**src/hw/rtl/cack_pkg.sv**
```systemverilog
package cack_pkg;

    localparam int ACK_DEPTH = 62;
    localparam int CNT_W     = $clog2(ACK_DEPTH + 1);
    localparam int ADDR_W    = (ACK_DEPTH > 1) ? $clog2(ACK_DEPTH) : 1;

    localparam logic [7:0] MARKER_RESET = 8'hE8;
    localparam logic [7:0] TYPE_META    = 8'd0;
    localparam logic [7:0] TYPE_DATA    = 8'd1;

    localparam logic [11:0] LEN_MIN_HDR  = 12'd63;
    localparam logic [11:0] LEN_MIN_META = 12'd66;
    localparam logic [11:0] LEN_MIN_IDX  = 12'd64;
    localparam logic [11:0] LEN_PAYLOAD_BASE = 12'd62;

    localparam logic [1:0] VERDICT_PASS = 2'd0;
    localparam logic [1:0] VERDICT_DROP = 2'd1;
    localparam logic [1:0] VERDICT_TX   = 2'd2;

    localparam logic [1:0] HOST_NONE = 2'd0;
    localparam logic [1:0] HOST_META = 2'd1;
    localparam logic [1:0] HOST_DATA = 2'd2;

    // frame classification
    localparam logic [2:0] CL_PASS  = 3'd0;
    localparam logic [2:0] CL_META  = 3'd1;
    localparam logic [2:0] CL_DELIV = 3'd2;
    localparam logic [2:0] CL_DROP  = 3'd3;
    localparam logic [2:0] CL_FLUSH = 3'd4;

    typedef struct packed {
        logic [11:0] frame_length;
        logic [7:0]  marker_byte;
        logic [7:0]  type_byte;
        logic [7:0]  field_one;
        logic [7:0]  field_two;
        logic [7:0]  field_three;
    } t_in_item;

    typedef struct packed {
        logic [1:0] verdict;
        logic [1:0] host_msg;
        logic [7:0] host_len;
        logic       is_ack_byte;
        logic [7:0] ack_byte;
        logic       last;
    } t_out_item;

    typedef struct packed {
        logic capture;
        logic load_first;
        logic load_cnt;
        logic load_entry;
    } t_cmd;

    typedef struct packed {
        logic [2:0] cls;
        logic       out_free;
        logic       thr_zero;
        logic       idx_last;
    } t_sts;

endpackage

```
**src/hw/rtl/cack_in_if.sv**
```systemverilog
interface cack_in_if;
    logic        valid;
    logic        ready;
    logic [11:0] frame_length;
    logic [7:0]  marker_byte;
    logic [7:0]  type_byte;
    logic [7:0]  field_one;
    logic [7:0]  field_two;
    logic [7:0]  field_three;

    modport source (output valid, frame_length, marker_byte, type_byte,
                    field_one, field_two, field_three, input ready);
    modport sink   (input valid, frame_length, marker_byte, type_byte,
                    field_one, field_two, field_three, output ready);
endinterface

```
**src/hw/rtl/cack_out_if.sv**
```systemverilog
interface cack_out_if;
    logic       valid;
    logic       ready;
    logic [1:0] verdict;
    logic [1:0] host_msg;
    logic [7:0] host_len;
    logic       is_ack_byte;
    logic [7:0] ack_byte;
    logic       last;

    modport source (output valid, verdict, host_msg, host_len, is_ack_byte,
                    ack_byte, last, input ready);
    modport sink   (input valid, verdict, host_msg, host_len, is_ack_byte,
                    ack_byte, last, output ready);
endinterface

```
**src/hw/rtl/cumulative_ack_receiver.sv**
```systemverilog
// Cumulative ack receiver: classifies one received frame header per request.
// i_in carries the header fields of a frame; o_out carries the result
// requests. Pass, deliver, drop and metadata frames give one result with last set.
// A data frame that fills the list to the threshold gives a transmit result,
// then the count byte, then one result for each of the first threshold entries;
// only the final one has last set, and the list count clears.
// i_cfg_we with i_cfg_wdata writes the expected sender marker.
// The accepted header is registered, and the first result is registered from it
// once the output is free. The block takes one frame at a time and accepts
// the next only after the last result of the frame is loaded. A flush sends
// threshold + 1 ack bytes, paced by the single read port of the ack list.
// Reset sets the marker to 0xE8 and clears payload size, threshold and
// count; the list memory is not cleared and needs no clearing pass.
// A stalled o_out holds its result; the block loads no new result until the
// receiver takes it, though a new frame can still be accepted while idle.
module cumulative_ack_receiver
    import cack_pkg::*;
(
    input  logic       i_clk,
    input  logic       i_rst_n,
    input  logic       i_cfg_we,
    input  logic [7:0] i_cfg_wdata,
    cack_in_if.sink    i_in,
    cack_out_if.source o_out
);

    t_cmd      cmd;
    t_sts      sts;
    t_in_item  item;
    t_out_item res;
    logic      out_valid;
    logic      in_ready;

    assign item.frame_length = i_in.frame_length;
    assign item.marker_byte  = i_in.marker_byte;
    assign item.type_byte    = i_in.type_byte;
    assign item.field_one    = i_in.field_one;
    assign item.field_two    = i_in.field_two;
    assign item.field_three  = i_in.field_three;
    assign i_in.ready        = in_ready;

    cack_ctrl u_ctrl (
        .i_clk      (i_clk),
        .i_rst_n    (i_rst_n),
        .i_in_valid (i_in.valid),
        .o_in_ready (in_ready),
        .i_sts      (sts),
        .o_cmd      (cmd)
    );

    cack_dpath u_dpath (
        .i_clk       (i_clk),
        .i_rst_n     (i_rst_n),
        .i_cfg_we    (i_cfg_we),
        .i_cfg_wdata (i_cfg_wdata),
        .i_item      (item),
        .i_out_ready (o_out.ready),
        .o_out_valid (out_valid),
        .o_out       (res),
        .i_cmd       (cmd),
        .o_sts       (sts)
    );

    assign o_out.valid       = out_valid;
    assign o_out.verdict     = res.verdict;
    assign o_out.host_msg    = res.host_msg;
    assign o_out.host_len    = res.host_len;
    assign o_out.is_ack_byte = res.is_ack_byte;
    assign o_out.ack_byte    = res.ack_byte;
    assign o_out.last        = res.last;

endmodule

```
**src/hw/rtl/cack_ctrl.sv**
```systemverilog
module cack_ctrl
    import cack_pkg::*;
(
    input  logic i_clk,
    input  logic i_rst_n,
    input  logic i_in_valid,
    output logic o_in_ready,
    input  t_sts i_sts,
    output t_cmd o_cmd
);

    localparam logic [1:0] S_IDLE = 2'd0;
    localparam logic [1:0] S_EVAL = 2'd1;
    localparam logic [1:0] S_CNT  = 2'd2;
    localparam logic [1:0] S_LIST = 2'd3;

    logic [1:0] r_state;
    logic [1:0] n_state;

    always_ff @(posedge i_clk) begin
        if (!i_rst_n) begin
            r_state <= S_IDLE;
        end else begin
            r_state <= n_state;
        end
    end

    assign o_in_ready = (r_state == S_IDLE);

    always_comb begin
        n_state = r_state;
        o_cmd   = '0;
        unique case (r_state)
            S_IDLE: begin
                if (i_in_valid) begin
                    o_cmd.capture = 1'b1;
                    n_state       = S_EVAL;
                end
            end
            S_EVAL: begin
                if (i_sts.out_free) begin
                    o_cmd.load_first = 1'b1;
                    n_state = (i_sts.cls == CL_FLUSH) ? S_CNT : S_IDLE;
                end
            end
            S_CNT: begin
                if (i_sts.out_free) begin
                    o_cmd.load_cnt = 1'b1;
                    n_state = i_sts.thr_zero ? S_IDLE : S_LIST;
                end
            end
            S_LIST: begin
                if (i_sts.out_free) begin
                    o_cmd.load_entry = 1'b1;
                    if (i_sts.idx_last) begin
                        n_state = S_IDLE;
                    end
                end
            end
            default: n_state = S_IDLE;
        endcase
    end

endmodule

```
**src/hw/rtl/cack_dpath.sv**
```systemverilog
module cack_dpath
    import cack_pkg::*;
(
    input  logic      i_clk,
    input  logic      i_rst_n,
    input  logic      i_cfg_we,
    input  logic [7:0] i_cfg_wdata,
    input  t_in_item  i_item,
    input  logic      i_out_ready,
    output logic      o_out_valid,
    output t_out_item o_out,
    input  t_cmd      i_cmd,
    output t_sts      o_sts
);

    logic [7:0]       r_marker;
    logic [7:0]       r_payload_size;
    logic [CNT_W-1:0] r_thr;
    logic [CNT_W-1:0] r_count;
    logic [CNT_W-1:0] r_idx;
    t_in_item         r_item;
    logic             r_out_valid;
    t_out_item        r_out;
    t_out_item        n_out;

    logic [7:0]       ack_mem [ACK_DEPTH];
    logic [7:0]       r_rd_data;
    logic             rd_en;
    logic [ADDR_W-1:0] rd_addr;
    logic             wr_en;

    logic [7:0]       n_len;
    logic [11:0]      need_len;
    logic [CNT_W-1:0] cnt_inc;
    logic [CNT_W-1:0] thr_sat;
    logic [2:0]       cls;
    logic             any_load;

    always_comb begin
        n_len    = r_payload_size + 8'd2;
        need_len = LEN_PAYLOAD_BASE + {4'd0, n_len};
        cnt_inc  = r_count + CNT_W'(1);
        if ({24'd0, r_item.field_three} > 32'(ACK_DEPTH)) begin
            thr_sat = CNT_W'(ACK_DEPTH);
        end else begin
            thr_sat = CNT_W'(r_item.field_three);
        end

        priority if (r_item.frame_length < LEN_MIN_HDR || r_item.marker_byte != r_marker) begin
            cls = CL_PASS;
        end else if (r_item.type_byte == TYPE_META) begin
            cls = (r_item.frame_length < LEN_MIN_META) ? CL_PASS : CL_META;
        end else if (r_item.type_byte != TYPE_DATA) begin
            cls = CL_PASS;
        end else if (n_len != 8'd0 && r_item.frame_length < need_len) begin
            cls = CL_PASS;
        end else if (r_count >= CNT_W'(ACK_DEPTH) ||
                     r_item.frame_length < LEN_MIN_IDX) begin
            cls = CL_DELIV;
        end else if (cnt_inc < r_thr) begin
            cls = CL_DROP;
        end else begin
            cls = CL_FLUSH;
        end
    end

    assign o_sts.cls      = cls;
    assign o_sts.out_free = !r_out_valid || i_out_ready;
    assign o_sts.thr_zero = (r_thr == '0);
    assign o_sts.idx_last = ((r_idx + CNT_W'(1)) == r_thr);

    assign wr_en    = i_cmd.load_first && (cls == CL_DROP || cls == CL_FLUSH);
    // count byte goes out with the read of entry 0; each entry fetches the next
    assign rd_en    = i_cmd.load_cnt || (i_cmd.load_entry && !o_sts.idx_last);
    assign rd_addr  = i_cmd.load_cnt ? '0 : ADDR_W'(r_idx + CNT_W'(1));
    assign any_load = i_cmd.load_first || i_cmd.load_cnt || i_cmd.load_entry;

    always_ff @(posedge i_clk) begin
        if (wr_en) begin
            ack_mem[r_count[ADDR_W-1:0]] <= r_item.field_one;
        end
        if (rd_en) begin
            r_rd_data <= ack_mem[rd_addr];
        end
    end

    always_ff @(posedge i_clk) begin
        if (i_cmd.capture) begin
            r_item <= i_item;
        end
    end

    always_ff @(posedge i_clk) begin
        if (!i_rst_n) begin
            r_marker       <= MARKER_RESET;
            r_payload_size <= '0;
            r_thr          <= '0;
            r_count        <= '0;
            r_idx          <= '0;
            r_out_valid    <= 1'b0;
        end else begin
            if (i_cfg_we) begin
                r_marker <= i_cfg_wdata;
            end
            if (i_cmd.load_first) begin
                if (cls == CL_META) begin
                    r_payload_size <= r_item.field_two;
                    r_thr          <= thr_sat;
                end
                if (cls == CL_DROP || cls == CL_FLUSH) begin
                    r_count <= cnt_inc;
                end
            end
            if (i_cmd.load_cnt) begin
                r_count <= '0;
                r_idx   <= '0;
            end
            if (i_cmd.load_entry) begin
                r_idx <= r_idx + CNT_W'(1);
            end
            if (any_load) begin
                r_out_valid <= 1'b1;
            end else if (i_out_ready) begin
                r_out_valid <= 1'b0;
            end
        end
    end

    always_comb begin
        n_out = '0;
        if (i_cmd.load_first) begin
            n_out.last = 1'b1;
            unique case (cls)
                CL_META: begin
                    n_out.verdict  = VERDICT_TX;
                    n_out.host_msg = HOST_META;
                end
                CL_DELIV: begin
                    n_out.host_msg = HOST_DATA;
                    n_out.host_len = n_len;
                end
                CL_DROP: begin
                    n_out.verdict  = VERDICT_DROP;
                    n_out.host_msg = HOST_DATA;
                    n_out.host_len = n_len;
                end
                CL_FLUSH: begin
                    n_out.verdict  = VERDICT_TX;
                    n_out.host_msg = HOST_DATA;
                    n_out.host_len = n_len;
                    n_out.last     = 1'b0;
                end
                default: n_out.verdict = VERDICT_PASS;
            endcase
        end else if (i_cmd.load_cnt) begin
            n_out.verdict     = VERDICT_TX;
            n_out.is_ack_byte = 1'b1;
            n_out.ack_byte    = 8'(r_count);
            n_out.last        = o_sts.thr_zero;
        end else if (i_cmd.load_entry) begin
            n_out.verdict     = VERDICT_TX;
            n_out.is_ack_byte = 1'b1;
            n_out.ack_byte    = r_rd_data;
            n_out.last        = o_sts.idx_last;
        end
    end

    always_ff @(posedge i_clk) begin
        if (any_load) begin
            r_out <= n_out;
        end
    end

    assign o_out_valid = r_out_valid;
    assign o_out       = r_out;

endmodule

```
**src/flat_wrapper.sv**
```systemverilog
// flat-port wrapper written by rule: the top's interface ports become plain ports
module cumulative_ack_receiver_flat import cack_pkg::*;
  (i_clk, i_rst_n, i_cfg_we, i_cfg_wdata, i_in_valid, i_in_frame_length, i_in_marker_byte, i_in_type_byte, i_in_field_one, i_in_field_two, i_in_field_three, i_in_ready, o_out_valid, o_out_verdict, o_out_host_msg, o_out_host_len, o_out_is_ack_byte, o_out_ack_byte, o_out_last, o_out_ready);
  cack_in_if i_in_i ();
  cack_out_if o_out_i ();
  input  logic i_clk;
  input  logic i_rst_n;
  input  logic i_cfg_we;
  input  logic [7:0] i_cfg_wdata;
  input wire logic [$bits(i_in_i.valid)-1:0] i_in_valid;
  input wire logic [$bits(i_in_i.frame_length)-1:0] i_in_frame_length;
  input wire logic [$bits(i_in_i.marker_byte)-1:0] i_in_marker_byte;
  input wire logic [$bits(i_in_i.type_byte)-1:0] i_in_type_byte;
  input wire logic [$bits(i_in_i.field_one)-1:0] i_in_field_one;
  input wire logic [$bits(i_in_i.field_two)-1:0] i_in_field_two;
  input wire logic [$bits(i_in_i.field_three)-1:0] i_in_field_three;
  output wire logic [$bits(i_in_i.ready)-1:0] i_in_ready;
  output wire logic [$bits(o_out_i.valid)-1:0] o_out_valid;
  output wire logic [$bits(o_out_i.verdict)-1:0] o_out_verdict;
  output wire logic [$bits(o_out_i.host_msg)-1:0] o_out_host_msg;
  output wire logic [$bits(o_out_i.host_len)-1:0] o_out_host_len;
  output wire logic [$bits(o_out_i.is_ack_byte)-1:0] o_out_is_ack_byte;
  output wire logic [$bits(o_out_i.ack_byte)-1:0] o_out_ack_byte;
  output wire logic [$bits(o_out_i.last)-1:0] o_out_last;
  input wire logic [$bits(o_out_i.ready)-1:0] o_out_ready;
  assign i_in_i.valid = i_in_valid;
  assign i_in_i.frame_length = i_in_frame_length;
  assign i_in_i.marker_byte = i_in_marker_byte;
  assign i_in_i.type_byte = i_in_type_byte;
  assign i_in_i.field_one = i_in_field_one;
  assign i_in_i.field_two = i_in_field_two;
  assign i_in_i.field_three = i_in_field_three;
  assign i_in_ready = i_in_i.ready;
  assign o_out_valid = o_out_i.valid;
  assign o_out_verdict = o_out_i.verdict;
  assign o_out_host_msg = o_out_i.host_msg;
  assign o_out_host_len = o_out_i.host_len;
  assign o_out_is_ack_byte = o_out_i.is_ack_byte;
  assign o_out_ack_byte = o_out_i.ack_byte;
  assign o_out_last = o_out_i.last;
  assign o_out_i.ready = o_out_ready;
  cumulative_ack_receiver u_core (.i_clk(i_clk), .i_rst_n(i_rst_n), .i_cfg_we(i_cfg_we), .i_cfg_wdata(i_cfg_wdata), .i_in(i_in_i), .o_out(o_out_i));
endmodule
```
**config.mk**
```make
export PLATFORM = sky130hd
export DESIGN_NAME = cumulative_ack_receiver_flat
export DESIGN_NICKNAME = d
export VERILOG_FILES = /design/src/hw/rtl/cack_pkg.sv /design/src/hw/rtl/cack_in_if.sv /design/src/hw/rtl/cack_out_if.sv /design/src/hw/rtl/cumulative_ack_receiver.sv /design/src/hw/rtl/cack_ctrl.sv /design/src/hw/rtl/cack_dpath.sv /design/src/flat_wrapper.sv
export SDC_FILE = /design/constraint.sdc
export NUM_CORES = 1
export LEC_CHECK = 0
export BUFFER_PORTS_ARGS = -buffer_cell sky130_fd_sc_hd__buf_2
export CORE_MARGIN = 1
export CORE_UTILIZATION = 30
export CTS_CLUSTER_SIZE = 25
export DETAILED_ROUTE_END_ITERATION = 10
export GPL_TIMING_DRIVEN = 0
export SYNTH_ARGS = -nofsm -noshare
export SYNTH_HDL_FRONTEND = slang
export SYNTH_SLANG_ARGS = --single-unit
```
**constraint.sdc**
```tcl
create_clock -name i_clk -period 4.5 [get_ports i_clk]
set_input_delay 0.225 -clock i_clk [delete_from_list [all_inputs] [get_ports i_clk]]
set_output_delay 0.225 -clock i_clk [all_outputs]
set_load 0.01 [all_outputs]
```
==> reports/results.tsv <==
metric	value	unit
status	finished, final reports clean	
synthTopCellsByArea	edfxtp_1 68%, mux2i_1 5.0%, dfxtp_1 2.9%	
met3_length	7.07	mm
diodes	0	
synth-seq-cells	615	
synth.yosys.seq_area_share	71.3	%
crit_path_frequent_cell	clkbuf_1	
drive_above_1_share	17.7	%
netlist_instances	1725	
worst_path_max_delay_cell	o21ai_1	
routed_wl	73.3	mm
p_comb_share	2.4	%
multi_input_area	7310	µm²
layout_setup_ws	0.0221	ns
grt_overflow	0	
drtPass1Iterations	7	
grt_pass1_wl	107	mm
crit_path_max_incr_delay	0.81	ns
wl_met1	28.6	mm
final_nets	2055	
row_count	106	
intPower	9160	µW
met2_wirelength	33.8	mm
worstMarginPinSlew	1.26	ns
final_util	37.0	%
synth_edf_count	578	
drtIter0Drc	1867	
synth_top_area_share	68.3	%
ff_latch_area	18100	µm²
dr_total_vias	16700	
holdCritPathClass	in2reg	
initial_core_util	30.3	%
dieHeight	293	µm
clock_skew	0.0321	ns
syn-num-nets	1807	
hpwlAfterDp	51.0	mm
synth_area	25400	µm²
power_frac_clock	42.3	%
antenna_found_initial	1	
fin_area	31000	µm²
path_max_fanout	10	
slew-limit-headroom	15.4	%
rsz0062_at_grt	yes	
top_layer	met4	
leakagePower	0.0102	µW
arrival	4.75	ns
path_cells	nand2b_1 > clkbuf_1 > o21ai_1 > clkbuf_1 > buf_1 > a31oi_1 > a221oi_1 > o2111ai_1	
post_drt_wl_per_cell	23.2	µm
ios	89	
crit_family	compound AO/OA/AOI/OAI gates	
die_w	293	µm
gp_congestion	0.942	
swShare	20.2	%
fin_crit	4.48	ns
avgSynthCellArea	14.7	µm²
setup_violations	0	
cts-root-buf	clkbuf_16	
crit_path_start_kind	flip-flop	
pre_cts_ws	-0.480	ns
synth_ff_type	edfxtp_1	
htree_num_levels	2	
detail-route-antenna-nets	0	
power_switching	2320	µW
endpoint_kind	flip-flop	
synth-async-reset-ratio	0	%
critPathKind	reg2reg	
clock_latency	0.64	ns
tns	0	ns
finalCritPeriodShare	99.5	%
cap_violations	0	
grt_pass1_vias	16700	
required	4.78	ns
power_density	370	nW/µm²
synth_area_leader_cell	edfxtp_1	
mostFrequentLayoutCells	578 x edfxtp_1, 160 x nand2_1, 127 x mux2i_1, 119 x buf_2, 76 x nor2_1	
clock-sinks	615	
remaining_drc_errors	0	
fillers	7797	
path_buf_inv	3	
dpl_cell_area	27900	µm²
drt-vias-per-instance	5.28	
final_common_cell	edfxtp_1	
max_freq	223	MHz
path_clk_slew	0.06	ns
cts_made_buffers	60	
p_seq_share	55.3	%
grt_usage	16.7	%
cts_tree	yes	
area_growth	22.0	%
synth.distinct_cells	73	
final_max_slew_viol_count	0	
cts_buffer_depth	3	
dieArea	85800	µm²
io_buffers	87	
core_area	83700	µm²
hold_violations	0	
grt_start_max_net_pins	33	
ys_warn_count	0	
ir_drop	271	µV
[flip-flops by register name, summed over array words and instances (netlist names)]
signal,cells
u_core.u_dpath.r_marker,8
u_core.u_dpath.ack_mem,496
u_core.u_dpath.r_rd_data,8
u_core.u_dpath.r_item,52
u_core.u_dpath.r_idx,6
u_core.u_ctrl.r_state,2
u_core.u_dpath.r_count,6
u_core.u_dpath.o_out,22
u_core.u_dpath.r_thr,6
u_core.u_dpath.r_payload_size,8
u_core.u_dpath.o_out_valid,1
[repair_timing]
action	CTS	global route
hold buffers	61	0
endpoints found under the setup margin	270	436
gates resized for setup	27	48
buffers inserted	0	12
pin swaps	0	19
endpoints found under the hold margin	62	0
[cell type report]
| type | count | share of cell area [%] |
|---|---|---|
| Buffer | 105 | 1.46 |
| Clock buffer | 73 | 5.14 |
| Clock inverter | 37 | 0.916 |
| Inverter | 19 | 0.230 |
| Multi-Input combinational cell | 984 | 23.6 |
| Sequential cell | 615 | 58.4 |
| Tap cell | 1134 | 4.58 |
| Timing Repair Buffer | 188 | 5.70 |
[cell usage after synthesis (all sizes together) (17+ instances only)]
| cell | instances |
|---|---|
| o21ai | 56 |
| nor2b | 31 |
| edfxtp | 578 |
| dfxtp | 37 |
| a221oi | 26 |
| buf | 41 |
| xnor2 | 23 |
| and3 | 19 |
| inv | 17 |
| a21oi | 40 |
| o22ai | 25 |
| nand2 | 160 |
| nor2 | 79 |
| a31oi | 24 |
| mux2i | 127 |
| nor3 | 67 |
| ha | 17 |
| nand3 | 45 |
| o221ai | 22 |
| clkbuf | 66 |
| a211oi | 21 |
[path summary, 6_finish.rpt]
kind / start / to / slack, ns / cells past startpoint
worst max-delay path: u_core.u_ctrl.r_state[1]$_SDFFE_PN0P_ / u_core.u_dpath.r_rd_data[0]$_DFFE_PP_ / 0.02 / 8
worst min-delay path: i_cfg_we / u_core.u_dpath.r_marker[3]$_SDFFE_PN1P_ / 0.17 / 3
worst max register to register: u_core.u_ctrl.r_state[1]$_SDFFE_PN0P_ / u_core.u_dpath.r_rd_data[0]$_DFFE_PP_ / 0.02 / 8
worst min register to register: u_core.u_dpath.r_item[12]$_DFFE_PP_ / u_core.u_dpath.r_payload_size[4]$_SDFFE_PN0P_ / 0.50 / 2
[metal layers]
metal  track usage [%]  vias up
met3              3.12      226
met4              7.88        0
li1                  -     7261
met5                 0        -
met2              27.2      968
met1              21.6     8206
[stage by stage]
stage	total power [µW]	instances	hold WS, ns
2_1_floorplan	6540	1725	0.324
3_3_place_gp	6650	2946	0.401
3_5_place_dp	6700	2973	0.403
4_1_cts	11500	3144	0.150
5_1_grt	11700	3155	0.185
6_report	11500	3155	0.170
[power by group through the flow]
stage | sequential (µW) | combinational, µW | clock, µW
finish | 6350 | 275 | 4860
global route | 6350 | 295 | 5100
CTS | 6350 | 274 | 4910
detailed placement | 6470 | 233 | 0
global placement | 6530 | 120 | 0
floorplan | 6480 | 58.9 | 0
[kinds of logic (layout without fill, tap and decap cells)]
group / Yosys count / after routing / share of synthesized area (%)
multiplexers: 157 / 157 / 7.05
XOR/XNOR: 37 / 37 / 1.28
adder cells (fa/ha/maj): 17 / 17 / 0.838
buffers and inverters: 126 / 422 / 2.06
AO/OA/AOI/OAI: 301 / 301 / 8.44
flip-flops: 615 / 615 / 71.3
AND/OR/NAND/NOR: 472 / 472 / 9.07
[worst register-to-register path: stages (launching register included)]
cell and delay [ns]:
dfxtp_1 0.49, nand2b_1 0.11, clkbuf_1 0.23, o21ai_1 0.81, clkbuf_1 0.62, buf_1 0.55, a31oi_1 0.30, a221oi_1 0.68
o2111ai_1 0.34
No activity file was read; power rests on OpenSTA's default activity.
